===== src/rtl/spdp_pkg.sv =====
`default_nettype none
package spdp_pkg;

    // input word: one request
    typedef struct packed {
        logic               req_type;
        logic [15:0]        pt_index;
        logic [15:0]        sweep_len;
        logic [23:0]        magnitude;
        logic signed [15:0] phase;
    } t_in_word;

    // output word: one command byte
    typedef struct packed {
        logic [7:0] out_byte;
        logic       last_byte;
    } t_out_word;

    typedef logic [3:0] t_pos;

    // byte positions inside one command
    localparam t_pos POS_CHAN = 4'd6;
    localparam t_pos POS_SEP  = 4'd7;
    localparam t_pos POS_HUN  = 4'd8;
    localparam t_pos POS_TEN  = 4'd9;
    localparam t_pos POS_ONE  = 4'd10;
    localparam t_pos POS_LAST = 4'd13;

    // request codes
    localparam logic REQ_BEGIN = 1'b0;
    localparam logic REQ_POINT = 1'b1;

    // last step index of the log2 iteration
    localparam logic [4:0] LOG_LAST = 5'd23;

    // controller to datapath
    typedef struct packed {
        logic begin_sweep;
        logic latch;
        logic dec_mult;
        logic count_inc;
        logic log_init;
        logic log_step;
        logic db_mult;
        logic scale;
        logic store_val;
        logic dig1;
        logic dig2;
        logic load_out;
        logic chan;
        t_pos pos;
    } t_cmd;

    // datapath to controller
    typedef struct packed {
        logic in_point;
        logic send;
        logic hun_need;
        logic ten_need;
        logic out_free;
    } t_status;

endpackage
`default_nettype wire


===== src/rtl/spdp_datapath.sv =====
`default_nettype none
module spdp_datapath #(
    parameter int DISPLAY_POINTS = 320,
    parameter int CURVE_TOP      = 127
) (
    input  wire                  i_clk,
    input  wire                  i_rst_n,
    input  spdp_pkg::t_in_word   i_in_data,
    input  wire                  i_out_ready,
    input  spdp_pkg::t_cmd       i_cmd,
    output spdp_pkg::t_status    o_status,
    output logic                 o_out_valid,
    output spdp_pkg::t_out_word  o_out_data
);

    localparam int CNT_W = $clog2(DISPLAY_POINTS + 1);
    localparam int PRD_W = CNT_W + 17;

    localparam logic [28:0] E_BASE    = 29'd335544320;   // 20 in Q24
    localparam logic [55:0] DB_STEP   = 56'd101008905;   // 20log10(2) in Q24
    localparam logic [55:0] MAG_LIM   = 56'd40 << 48;
    localparam logic [61:0] MAG_HALF  = 62'd20 << 48;
    localparam logic [61:0] PH_RND    = 62'd23040;
    localparam logic [21:0] MAG_RCP   = 22'd1639;        // 2^13/5 rounded up
    localparam logic [28:0] PH_RCP    = 29'd23302;       // 2^20/45 rounded up
    localparam logic [7:0]  TOP_VAL   = 8'(CURVE_TOP);
    localparam logic [7:0]  CHAR_ZERO = 8'h30;
    localparam logic [7:0]  CHAR_SEP  = 8'h2C;
    localparam logic [7:0]  TERM_BYTE = 8'hFF;
    localparam logic [7:0]  CMD_HEAD [6] = '{8'h61, 8'h64, 8'h64, 8'h20, 8'h33, 8'h2C};

    // sweep state
    logic [CNT_W-1:0] r_sent_count;
    logic [15:0]      r_sweep_total;

    // latched request
    logic [15:0]        r_idx;
    logic [15:0]        r_tot;
    logic [23:0]        r_mag;
    logic signed [15:0] r_ph;

    always_ff @(posedge i_clk) begin
        if (!i_rst_n) begin
            r_sent_count  <= '0;
            r_sweep_total <= '0;
        end else if (i_cmd.begin_sweep) begin
            r_sent_count  <= '0;
            r_sweep_total <= i_in_data.sweep_len;
        end else if (i_cmd.count_inc) begin
            r_sent_count  <= r_sent_count + CNT_W'(1);
        end
    end

    always_ff @(posedge i_clk) begin
        if (i_cmd.latch) begin
            r_idx <= i_in_data.pt_index;
            r_tot <= i_in_data.sweep_len;
            r_mag <= i_in_data.magnitude;
            r_ph  <= i_in_data.phase;
        end
    end

    // decimation: count <= (idx+1)*N/total  <=>  count*total <= (idx+1)*N
    logic [15:0]      eff_total;
    logic [PRD_W-1:0] r_prod_a;
    logic [PRD_W-1:0] r_prod_b;
    logic             r_tot_zero;

    assign eff_total = (r_tot != 16'd0) ? r_tot : r_sweep_total;

    always_ff @(posedge i_clk) begin
        if (i_cmd.dec_mult) begin
            r_prod_a   <= PRD_W'(r_sent_count) * PRD_W'(eff_total);
            r_prod_b   <= PRD_W'({1'b0, r_idx} + 17'd1) * PRD_W'(DISPLAY_POINTS);
            r_tot_zero <= (eff_total == 16'd0);
        end
    end

    // log2 by repeated squaring
    logic [4:0]  top;
    logic [30:0] y_init;
    logic [61:0] sq;
    logic [31:0] sq_sh;
    logic [30:0] r_y;
    logic [4:0]  r_top;
    logic [23:0] r_frac;

    always_comb begin
        top = 5'd0;
        for (int i = 1; i < 20; i++) begin
            if (r_mag[i]) top = 5'(i);
        end
    end

    assign y_init = {11'd0, r_mag[19:0]} << (5'd30 - top);
    assign sq     = {31'd0, r_y} * {31'd0, r_y};
    assign sq_sh  = sq[61:30];

    always_ff @(posedge i_clk) begin
        if (i_cmd.log_init) begin
            r_y    <= y_init;
            r_top  <= top;
            r_frac <= '0;
        end else if (i_cmd.log_step) begin
            r_y    <= sq_sh[31] ? sq_sh[31:1] : sq_sh[30:0];
            r_frac <= {r_frac[22:0], sq_sh[31]};
        end
    end

    // minus dB in Q48
    logic [28:0] e_val;
    logic [55:0] r_n;

    assign e_val = E_BASE - {r_top, r_frac};

    always_ff @(posedge i_clk) begin
        if (i_cmd.db_mult) begin
            r_n <= {27'd0, e_val} * DB_STEP;
        end
    end

    // scaled numerators
    logic [55:0]        mag_diff;
    logic [61:0]        mag_num;
    logic signed [16:0] p_ext;
    logic signed [16:0] p_wrap;
    logic [16:0]        p_off;
    logic [61:0]        ph_num;

    assign mag_diff = MAG_LIM - r_n;
    assign mag_num  = (r_n >= MAG_LIM) ? 62'd0
                    : ({8'd0, mag_diff[53:0]} * 62'(CURVE_TOP)) + MAG_HALF;

    always_comb begin
        p_ext = 17'(r_ph);
        if (p_ext > 17'sd11520) begin
            p_wrap = p_ext - 17'sd23040;
        end else if (p_ext < -17'sd11520) begin
            p_wrap = p_ext + 17'sd23040;
        end else begin
            p_wrap = p_ext;
        end
        p_off = 17'(p_wrap + 17'sd11520);
    end

    assign ph_num = ({47'd0, p_off[14:0]} * 62'(2 * CURVE_TOP)) + PH_RND;

    // divide by 40*2^48 and 46080: drop the power of two, then
    // multiply by the reciprocal of 5 or 45
    logic [10:0] r_mag_sc;
    logic [13:0] r_ph_sc;
    logic [21:0] mag_prod;
    logic [28:0] ph_prod;

    always_ff @(posedge i_clk) begin
        if (i_cmd.scale) begin
            r_mag_sc <= mag_num[61:51];
            r_ph_sc  <= ph_num[23:10];
        end
    end

    assign mag_prod = {11'd0, r_mag_sc} * MAG_RCP;
    assign ph_prod  = {15'd0, r_ph_sc} * PH_RCP;

    // curve values
    logic [7:0] mag_quo;
    logic [7:0] ph_quo;
    logic [7:0] mag_cap;
    logic [7:0] ph_cap;
    logic [7:0] r_val [2];

    assign mag_quo = mag_prod[20:13];
    assign ph_quo  = ph_prod[27:20];
    assign mag_cap = (mag_quo > TOP_VAL) ? TOP_VAL : mag_quo;
    assign ph_cap  = (ph_quo > TOP_VAL) ? TOP_VAL : ph_quo;

    always_ff @(posedge i_clk) begin
        if (i_cmd.store_val) begin
            if (r_mag <= 24'd1) begin
                r_val[0] <= 8'd0;
            end else if (r_mag[23:20] != 4'd0) begin
                r_val[0] <= TOP_VAL;
            end else begin
                r_val[0] <= mag_cap;
            end
            r_val[1] <= ph_cap;
        end
    end

    // decimal digits, two stages
    logic [4:0] r_q10 [2];
    logic [3:0] r_one [2];
    logic [1:0] r_hun [2];
    logic [3:0] r_ten [2];

    always_ff @(posedge i_clk) begin
        for (int c = 0; c < 2; c++) begin
            logic [15:0] p1;
            logic [15:0] p2;
            logic [7:0]  d1;
            logic [4:0]  d2;
            p1 = {8'd0, r_val[c]} * 16'd205;
            d1 = r_val[c] - 8'({3'd0, p1[15:11]} * 8'd10);
            p2 = {11'd0, r_q10[c]} * 16'd205;
            d2 = r_q10[c] - 5'({3'd0, p2[12:11]} * 5'd10);
            if (i_cmd.dig1) begin
                r_q10[c] <= p1[15:11];
                r_one[c] <= d1[3:0];
            end
            if (i_cmd.dig2) begin
                r_hun[c] <= p2[12:11];
                r_ten[c] <= d2[3:0];
            end
        end
    end

    // byte select
    logic [7:0] cur_val;
    logic [7:0] emit_byte;

    assign cur_val = r_val[i_cmd.chan];

    always_comb begin
        priority if (i_cmd.pos < spdp_pkg::POS_CHAN) begin
            emit_byte = CMD_HEAD[i_cmd.pos[2:0]];
        end else if (i_cmd.pos == spdp_pkg::POS_CHAN) begin
            emit_byte = CHAR_ZERO + {7'd0, i_cmd.chan};
        end else if (i_cmd.pos == spdp_pkg::POS_SEP) begin
            emit_byte = CHAR_SEP;
        end else if (i_cmd.pos == spdp_pkg::POS_HUN) begin
            emit_byte = CHAR_ZERO + {6'd0, r_hun[i_cmd.chan]};
        end else if (i_cmd.pos == spdp_pkg::POS_TEN) begin
            emit_byte = CHAR_ZERO + {4'd0, r_ten[i_cmd.chan]};
        end else if (i_cmd.pos == spdp_pkg::POS_ONE) begin
            emit_byte = CHAR_ZERO + {4'd0, r_one[i_cmd.chan]};
        end else begin
            emit_byte = TERM_BYTE;
        end
    end

    // output register
    logic r_out_valid;
    spdp_pkg::t_out_word r_out;

    always_ff @(posedge i_clk) begin
        if (!i_rst_n) begin
            r_out_valid <= 1'b0;
        end else if (i_cmd.load_out) begin
            r_out_valid <= 1'b1;
        end else if (i_out_ready) begin
            r_out_valid <= 1'b0;
        end
    end

    always_ff @(posedge i_clk) begin
        if (i_cmd.load_out) begin
            r_out.out_byte  <= emit_byte;
            r_out.last_byte <= i_cmd.chan && (i_cmd.pos == spdp_pkg::POS_LAST);
        end
    end

    assign o_out_valid = r_out_valid;
    assign o_out_data  = r_out;

    // status
    assign o_status.in_point = (i_in_data.req_type == spdp_pkg::REQ_POINT);
    assign o_status.send     = !r_tot_zero
                             && (r_sent_count < CNT_W'(DISPLAY_POINTS))
                             && (r_prod_a <= r_prod_b);
    assign o_status.hun_need = (cur_val >= 8'd100);
    assign o_status.ten_need = (cur_val >= 8'd10);
    assign o_status.out_free = !r_out_valid || i_out_ready;

endmodule
`default_nettype wire


===== src/rtl/spdp_ctrl.sv =====
`default_nettype none
module spdp_ctrl (
    input  wire                i_clk,
    input  wire                i_rst_n,
    input  wire                i_in_valid,
    input  spdp_pkg::t_status  i_status,
    output logic               o_in_ready,
    output spdp_pkg::t_cmd     o_cmd
);

    typedef enum logic [9:0] {
        ST_IDLE   = 10'b0000000001,
        ST_MULT   = 10'b0000000010,
        ST_DECIDE = 10'b0000000100,
        ST_LOG    = 10'b0000001000,
        ST_DBM    = 10'b0000010000,
        ST_SCALE  = 10'b0000100000,
        ST_STORE  = 10'b0001000000,
        ST_DIG1   = 10'b0010000000,
        ST_DIG2   = 10'b0100000000,
        ST_EMIT   = 10'b1000000000
    } t_state;

    t_state         r_state, n_state;
    logic [4:0]     r_step, n_step;
    logic           r_chan, n_chan;
    spdp_pkg::t_pos r_pos, n_pos;
    logic           accept;

    assign o_in_ready = (r_state == ST_IDLE);
    assign accept     = i_in_valid && o_in_ready;

    always_ff @(posedge i_clk) begin
        if (!i_rst_n) begin
            r_state <= ST_IDLE;
            r_step  <= '0;
            r_chan  <= 1'b0;
            r_pos   <= '0;
        end else begin
            r_state <= n_state;
            r_step  <= n_step;
            r_chan  <= n_chan;
            r_pos   <= n_pos;
        end
    end

    // sequencing and commands
    always_comb begin
        n_state = r_state;
        n_step  = r_step;
        n_chan  = r_chan;
        n_pos   = r_pos;
        o_cmd   = '0;
        o_cmd.chan = r_chan;
        o_cmd.pos  = r_pos;
        unique case (r_state)
            ST_IDLE: begin
                if (accept) begin
                    o_cmd.begin_sweep = !i_status.in_point;
                    o_cmd.latch       = i_status.in_point;
                    if (i_status.in_point) n_state = ST_MULT;
                end
            end
            ST_MULT: begin
                o_cmd.dec_mult = 1'b1;
                n_state = ST_DECIDE;
            end
            ST_DECIDE: begin
                n_step = '0;
                n_chan = 1'b0;
                if (i_status.send) begin
                    o_cmd.count_inc = 1'b1;
                    o_cmd.log_init  = 1'b1;
                    n_state = ST_LOG;
                end else begin
                    n_state = ST_IDLE;
                end
            end
            ST_LOG: begin
                o_cmd.log_step = 1'b1;
                n_step = r_step + 5'd1;
                if (r_step == spdp_pkg::LOG_LAST) n_state = ST_DBM;
            end
            ST_DBM: begin
                o_cmd.db_mult = 1'b1;
                n_state = ST_SCALE;
            end
            ST_SCALE: begin
                o_cmd.scale = 1'b1;
                n_state = ST_STORE;
            end
            ST_STORE: begin
                o_cmd.store_val = 1'b1;
                n_state = ST_DIG1;
            end
            ST_DIG1: begin
                o_cmd.dig1 = 1'b1;
                n_state = ST_DIG2;
            end
            ST_DIG2: begin
                o_cmd.dig2 = 1'b1;
                n_chan  = 1'b0;
                n_pos   = '0;
                n_state = ST_EMIT;
            end
            ST_EMIT: begin
                if (i_status.out_free) begin
                    o_cmd.load_out = 1'b1;
                    if (r_pos == spdp_pkg::POS_LAST) begin
                        n_pos = '0;
                        if (r_chan) begin
                            n_state = ST_IDLE;
                        end else begin
                            n_chan = 1'b1;
                        end
                    end else if (r_pos == spdp_pkg::POS_SEP) begin
                        if (i_status.hun_need) begin
                            n_pos = spdp_pkg::POS_HUN;
                        end else if (i_status.ten_need) begin
                            n_pos = spdp_pkg::POS_TEN;
                        end else begin
                            n_pos = spdp_pkg::POS_ONE;
                        end
                    end else begin
                        n_pos = r_pos + 4'd1;
                    end
                end
            end
            default: begin
                n_state = ST_IDLE;
            end
        endcase
    end

endmodule
`default_nettype wire


===== src/rtl/spectrum_point_display_plotter.sv =====
// Spectrum point display plotter.
// Input channel (i_in_valid / o_in_ready / i_in_data): one request word, either a
// begin-sweep word (stores the sweep length, clears the sent count) or a point word.
// Output channel (o_out_valid / i_out_ready / o_out_data): command bytes, one per word,
// with last_byte set on the final byte of a point.
// A point that passes decimation yields two commands "add 3,c,v" each closed by three
// 0xFF bytes: 24 to 28 words. A begin word or a dropped point yields nothing.
// One request is handled at a time. A sent point's computation is dominated by the
// 24 squaring steps of the log2 unit; both scalings use reciprocal multiplication.
// Then one output byte is emitted per cycle while the receiver does not stall.
// When the receiver stalls, the output register holds its word and byte emission
// pauses; the last byte may wait in the output register while the next request is taken.
// Synchronous active-low reset clears the sweep state and empties the output register.
`default_nettype none
module spectrum_point_display_plotter #(
    parameter int DISPLAY_POINTS = 320,
    parameter int CURVE_TOP      = 127
) (
    input  wire                  i_clk,
    input  wire                  i_rst_n,
    input  wire                  i_in_valid,
    output logic                 o_in_ready,
    input  spdp_pkg::t_in_word   i_in_data,
    output logic                 o_out_valid,
    input  wire                  i_out_ready,
    output spdp_pkg::t_out_word  o_out_data
);

    spdp_pkg::t_cmd    cmd;
    spdp_pkg::t_status status;

    // sequencer
    spdp_ctrl u_ctrl (
        .i_clk      (i_clk),
        .i_rst_n    (i_rst_n),
        .i_in_valid (i_in_valid),
        .i_status   (status),
        .o_in_ready (o_in_ready),
        .o_cmd      (cmd)
    );

    // arithmetic and output register
    spdp_datapath #(
        .DISPLAY_POINTS (DISPLAY_POINTS),
        .CURVE_TOP      (CURVE_TOP)
    ) u_datapath (
        .i_clk       (i_clk),
        .i_rst_n     (i_rst_n),
        .i_in_data   (i_in_data),
        .i_out_ready (i_out_ready),
        .i_cmd       (cmd),
        .o_status    (status),
        .o_out_valid (o_out_valid),
        .o_out_data  (o_out_data)
    );

endmodule
`default_nettype wire


===== config.mk =====
export PLATFORM = sky130hd
export DESIGN_NAME = spectrum_point_display_plotter
export DESIGN_NICKNAME = d
export VERILOG_FILES = /design/src/rtl/spdp_pkg.sv /design/src/rtl/spdp_datapath.sv /design/src/rtl/spdp_ctrl.sv /design/src/rtl/spectrum_point_display_plotter.sv
export SDC_FILE = /design/constraint.sdc
export NUM_CORES = 2
export LEC_CHECK = 0
export BUFFER_PORTS_ARGS = -buffer_cell sky130_fd_sc_hd__buf_4
export CAP_MARGIN = 15
export CELL_PAD_IN_SITES_DETAIL_PLACEMENT = 0
export CELL_PAD_IN_SITES_GLOBAL_PLACEMENT = 2
export CORE_MARGIN = 2
export CORE_UTILIZATION = 41
export DETAILED_ROUTE_END_ITERATION = 7
export PLACE_DENSITY_LB_ADDON = 0.1
export SLEW_MARGIN = 20
export SYNTH_ARGS = -nofsm -noshare
export SYNTH_HDL_FRONTEND = slang
export SYNTH_SLANG_ARGS = --single-unit

===== constraint.sdc =====
create_clock -name i_clk -period 9.97 [get_ports i_clk]
set_clock_uncertainty 0.2 [all_clocks]
set_input_delay 1.994 -clock i_clk [delete_from_list [all_inputs] [get_ports i_clk]]
set_output_delay 1.994 -clock i_clk [all_outputs]
set_load 0.01 [all_outputs]

-- Word level (Yosys, flattened, before mapping)
Memory sizes are Yosys's and may differ from the RTL's. A register that Yosys moved wholly into a read port is not among the register bits.
Index checks and enable logic that the tools add are counted.
- shift operators: 1
- reduce and logical (&&, ||, !) cells: 21
- magnitude comparators: 12
- bitwise operators: 4
- equal/unequal tests: 23
- muxes and demuxes: 95
- add/subtract/negate cells: 20
- $mul: 16
- operator list (kind ; count):
    10-bit one-hot mux with 10 select lines ; 1
    8-bit 2-to-1 mux ; 12
    31-bit 2-to-1 mux ; 3
    61-bit by 53-bit adder with 62-bit output (second input constant) ; 1
    31-bit by 31-bit multiplier with 62-bit output ; 1
    54-bit by 7-bit multiplier with 61-bit output (second input constant) ; 1
    10-bit 2-to-1 mux ; 6
    56-bit by 54-bit >= comparator with 1-bit output (second input constant) ; 1
    29-bit by 27-bit multiplier with 56-bit output (second input constant) ; 1
    54-bit subtractor (first input constant) ; 1
    4-bit 2-to-1 mux ; 13
    1-bit 2-to-1 mux ; 39
    8-bit by 8-bit multiplier with 16-bit output (second input constant) ; 2
    20-bit by 5-bit left shift with 31-bit output ; 1
    15-bit adder (second input constant) ; 2
    15-bit 2-to-1 mux ; 2
    29-bit subtractor (first input constant) ; 1
    14-bit by 14-bit multiplier with 27-bit output (second input constant) ; 1
    25-bit by 26-bit less-or-equal comparator with 1-bit output ; 1
    26-bit by 3-bit multiplier with 20-bit output (second input constant) ; 1
    5-bit by 8-bit multiplier with 13-bit output (second input constant) ; 2
    9-bit by 16-bit multiplier with 25-bit output ; 1
    23-bit by 15-bit adder with 24-bit output (second input constant) ; 1
    24-bit by 1-bit less-or-equal comparator with 1-bit output (second input constant) ; 1
    other kinds (58) ; 96
- output and inout port bits: 11
- logic and storage cells: 220
- input port bits: 77
- memory bits (writable): 46
- memories: 6
- memory bits (read-only): 64
- flip-flop bits (word level): 314
- memory list (name ; depth ; bits a word ; read ports ; clocked after Yosys merged registers in ; write ports ; line ; source):
    (no name shown) ; 8 ; 8 ; 1 ; 0 ; 0 ; spdp_datapath.sv:225 ; emit_byte = CMD_HEAD[i_cmd.pos[2:0]];
    u_datapath.r_val ; 2 ; 8 ; 3 ; 1 ; 2 ; spdp_datapath.sv:170 ; logic [7:0] r_val [2];
    u_datapath.r_q10 ; 2 ; 5 ; 2 ; 0 ; 2 ; spdp_datapath.sv:191 ; logic [4:0] r_q10 [2];
    u_datapath.r_one ; 2 ; 4 ; 1 ; 1 ; 2 ; spdp_datapath.sv:192 ; logic [3:0] r_one [2];
    u_datapath.r_ten ; 2 ; 4 ; 1 ; 1 ; 2 ; spdp_datapath.sv:194 ; logic [3:0] r_ten [2];
    u_datapath.r_hun ; 2 ; 2 ; 1 ; 1 ; 2 ; spdp_datapath.sv:193 ; logic [1:0] r_hun [2];

-- Depth between registers and ports, before layout
- depth after elaboration: 22
- mapped depth: 34
- mapped depth without buffers: 31

-- Hierarchy
A second synthesis with hierarchy kept.
- cell total of the unflattened synthesis: 7659
- area, all modules: 75780.2 µm²
- by module, submodules not included (module ; sequential area each (µm²) ; cells each ; area each (µm²) ; times used):
    spdp_datapath ; 9679.3 ; 7494 ; 74500.2 ; 1
    spdp_ctrl ; 400.4 ; 165 ; 1280.0 ; 1

-- Least setup slack after synthesis
No wires, ideal clock.
- kind: reg2reg
- start point: register u_datapath.r_y[12]
- end point: register u_datapath.r_y[8], data pin
- data required time: 9.511 ns
- arrival time: 8.035 ns
- path buffers: 4
- slack: 1.476 ns
- clock period less this slack: 8.494 ns
- cell stages (with the launch flop): 29
- library setup time: 0.259 ns
- path through: edfxtp_1 > clkbuf_1 > clkbuf_1 > nand2_1 > fa_1 > inv_1 > fa_1 > inv_1 > fa_1 > fa_1 > inv_1 > fa_1 > fa_1 > fa_1 > inv_1 > fa_1 > inv_1 > ha_1 > nand4_1 > or4_1 > a211oi_2 > o31a_1 > o211ai_1 > a2111oi_2 > or3_1 > buf_4 > buf_6 > nor3_1 > a211o_1
- word-level cells in the longest chain between the ends: 4
- RTL lines (element ; line ; source):
    start, declared ; spdp_datapath.sv:84 ; logic [30:0] r_y;
    start signal, assigned ; spdp_datapath.sv:101 ; r_y <= y_init;
    start signal, assigned ; spdp_datapath.sv:105 ; r_y <= sq_sh[31] ? sq_sh[31:1] : sq_sh[30:0];
    31-bit by 31-bit multiplier with 62-bit output ; spdp_datapath.sv:96 ; assign sq = {31'd0, r_y} * {31'd0, r_y};
    31-bit 2-to-1 mux ; spdp_datapath.sv:105 ;
    31-bit 2-to-1 mux ; spdp_datapath.sv:104 ; end else if (i_cmd.log_step) begin
    31-bit 2-to-1 mux ; spdp_datapath.sv:100 ; if (i_cmd.log_init) begin
No other way between the ends. The select of a mux whose other input is x is not followed.
A chain may end at the register's enable or synchronous reset.

-- Worst setup path in the final report
- start point: register u_datapath.r_y[1]
- end point: register u_datapath.r_y[17], data pin
The elaborated chain is that of the path after synthesis.

==> flow_metrics.env <==
export IMPL_synth_avg_cell_area_um2=9.743
export IMPL_synthesis_area_um2=77040
export IMPL_die_w_um=437.5
export IMPL_cp_required_ns=10.32
export IMPL_overflow=0
export IMPL_hold_path_class="reg -> reg"
export IMPL_routed_wl_mm=200.6
export IMPL_yosysMostFrequentCell="inv_1"
export IMPL_maxClockFrequency_mhz=103.9
export IMPL_initial_core_util=0.4116
export IMPL_synth_top_family_by_area="adder cells"
export IMPL_pre_cts_slack_ns=0.1445
export IMPL_gp_congestion=0.8673
export IMPL_drv_cap=0
export IMPL_die_area_um2=191400
export IMPL_async_flop_share=0
export IMPL_finalSetupViolCount=0
export IMPL_period_share=0.9652
export IMPL_cp_start_kind="register"
export IMPL_via_count=51890
export IMPL_grt_pass1_vias=57180
export IMPL_fp_dieH_um=437.5
export IMPL_worst_slew_pin_slew_ns=1.065
export IMPL_netlist_cell_type_count=100
export IMPL_worst_path_max_fanout=17
export IMPL_wire_per_inst_um=19.03
export IMPL_final_max_slew_viol_count=0
export IMPL_io_pins=88
export IMPL_synth_top_cell_area_share=0.3557
export IMPL_cts_buffers=49
export IMPL_fin_crit_ns=9.623
export IMPL_grt_pass1_wl_mm=321.8
export IMPL_drive_gt1_frac=0.04960
export IMPL_via_per_inst=4.923
export IMPL_synthAdderAreaFrac=0.5417
export IMPL_fin_ws_ns=0.3468
export IMPL_cts_hold_buf=0
export IMPL_grt_max_degree=58
export IMPL_firstDrtPassIters=5
export IMPL_synth_edff_count=289
export IMPL_hold_ws_ns=0.2680
export IMPL_synth_xor_area_frac=0.03831
export IMPL_ant_nets=0
export IMPL_synth_mux_area_frac=0.008169
export IMPL_end_kind="register"
export IMPL_h_tree_depth=2
export IMPL_design_core_area_um2=187200
export IMPL_outcome="complete, no violations"
export IMPL_relSlewSlack=0.2886
export IMPL_clock_latency_ns=0.70
export IMPL_areaGrowthSynthToFinish_pct=7.980
export IMPL_ys_seq_elements=360
export IMPL_synth_common_cells="inv_1 (2025), fa_1 (1369), ha_1 (1145)"
export IMPL_clock_path_buffers=3
export IMPL_tns_ns=0
export IMPL_ys_seq_area_frac=0.1311
export IMPL_track_usage=0.2156
export IMPL_grt_setup_unrepaired="no"
export IMPL_dominantRegCellSynth="edfxtp_1"
export IMPL_synth_compound_area_share=0.07112
export IMPL_ys_warn_count=0
export IMPL_cts_root_buf="clkbuf_16"
export IMPL_rows=159
export IMPL_yosysTopAreaCell="fa_1"
export IMPL_drc=0
export IMPL_antenna_found_initial=8
export IMPL_initialDrtViolationCount=2295
export IMPL_netlist_instances=7908
export IMPL_path_class="reg -> reg"
export IMPL_hpwlAfterDp_mm=169.1
export IMPL_crit_arrival_ns=9.98
export IMPL_synth_area_leaders="fa_1 (36%), ha_1 (19%), edfxtp_1 (11%)"
export IMPL_cts_tree="done"
export IMPL_cts_sinks=360
export IMPL_port_buffers=86
export IMPL_clk_pin_slew_ns=0.06
export IMPL_hold_viol=0
export IMPL_fin_nets=10590
export IMPL_synth_simple_gate_area_frac=0.1010
[per-layer routing]
| metal | vias to the layer above | GRT usage | wire, um |
|---|---|---|---|
| met2 | 780 | 0.3585 | 94610 |
| met1 | 25920 | 0.2986 | 93550 |
| met3 | 196 | 0.03001 | 7996 |
| met5 | - | 0 | 0 |
| met4 | 0 | 0.04722 | 4399 |
| li1 | 24990 | - | - |
[sequential cells by signal, indices dropped and copies added (netlist names), 4 cells and up, named ones only]
signal	cells
u_datapath.r_val	16
u_datapath.r_mag_sc	11
u_datapath.o_out_data	8
u_datapath.r_ph	16
u_datapath.r_prod_b	20
u_datapath.r_q10	10
u_ctrl.r_pos	4
u_datapath.r_y	31
u_datapath.r_ten	8
u_datapath.r_tot	16
u_datapath.r_sent_count	9
u_datapath.r_idx	16
u_datapath.r_top	5
u_datapath.r_ph_sc	14
u_datapath.r_frac	24
u_datapath.r_one	8
u_ctrl.r_step	5
u_datapath.r_prod_a	25
u_datapath.r_sweep_total	16
u_datapath.r_hun	4
u_ctrl.r_state	10
u_datapath.r_mag	24
u_datapath.r_n	56
[cell usage in the layout (no fill, tap or decap), types with 30 or more instances in the layout]
master / n
xnor2_1: 199
nand4_1: 30
nor2b_1: 46
fa_1: 1369
nand2_1: 610
o21a_1: 37
o21ai_0: 129
xor2_1: 136
a31oi_1: 33
or3_1: 37
a21o_1: 116
mux2i_1: 46
nor2_1: 256
clkbuf_16: 49
inv_1: 2024
buf_4: 221
nand2b_1: 33
and2_1: 276
and3_1: 30
nand3_1: 74
nor3_1: 57
a21oi_1: 245
dfxtp_1: 71
ha_1: 1145
nor4_1: 33
edfxtp_1: 289
[worst max-delay path, stage by stage (launching register included)]
cell       delay (ns)
edfxtp_1         0.95
buf_4            0.36
nand2_1          0.21
fa_1             0.58
inv_1            0.06
fa_1             0.50
fa_1             0.51
fa_1             0.52
fa_1             0.53
fa_1             0.49
fa_1             0.51
inv_1            0.05
fa_1             0.57
inv_1            0.05
ha_1             0.33
a21oi_1          0.47
o21bai_1         0.19
nor4b_1          0.20
o21ai_1          0.27
a2111oi_2        0.13
buf_4            0.17
nor3_4           0.67
buf_4            0.29
a211oi_1         0.05
a211oi_1         0.42
buf_4            0.18
[logic make-up (layout without fill, tap and decap cells)]
family                   after synthesis  after routing
buffers and inverters               2219           2353
XOR/XNOR                             337            337
AO/OA/AOI/OAI                        835            835
flip-flops                           360            360
multiplexers                          55             55
AND/OR/NAND/NOR                     1586           1586
other                                  2              6
adder cells (fa/ha/maj)             2514           2514
[through the flow]
stage | instance area (um^2) | std cells | util
floorplan | 77050 | 7910 | -
global placement | 81290 | 10440 | 0.4343
detailed placement | 81300 | 10440 | 0.4343
CTS | 83050 | 10530 | 0.4436
global route | 83190 | 10540 | 0.4444
finish | 83190 | 10540 | 0.4444
[path summary, 6_finish.rpt]
check / from / end / slack [ns] / cells after the start
worst max-delay path: u_datapath.r_y[1] / u_datapath.r_y[17] / 0.35 / 25
worst min-delay path: u_datapath.r_sweep_total[13] / u_datapath.r_sweep_total[13] / 0.27 / 2
worst max register to register: u_datapath.r_y[1] / u_datapath.r_y[17] / 0.35 / 25
worst min register to register: u_datapath.r_sweep_total[13] / u_datapath.r_sweep_total[13] / 0.27 / 2
[area by class of cell]
| type | instances | area, um^2 |
|---|---|---|
| Sequential cell | 360 | 10100 |
| Antenna cell | 2 | 5.005 |
| Timing Repair Buffer | 233 | 1899 |
| Inverter | 2028 | 7616 |
| Clock buffer | 61 | 1321 |
| Multi-Input combinational cell | 5331 | 58700 |
| Fill cell | 18260 | 104000 |
| Tap cell | 2495 | 3122 |
| Clock inverter | 31 | 427.9 |
[repair_timing]
action	in CTS	in global routing
setup endpoints to repair	0	22
buffers inserted	0	9
gates resized for setup	0	6
Power is not shown: default switching activity piles up to over one toggle a cycle in this logic, so the estimate is an artifact.
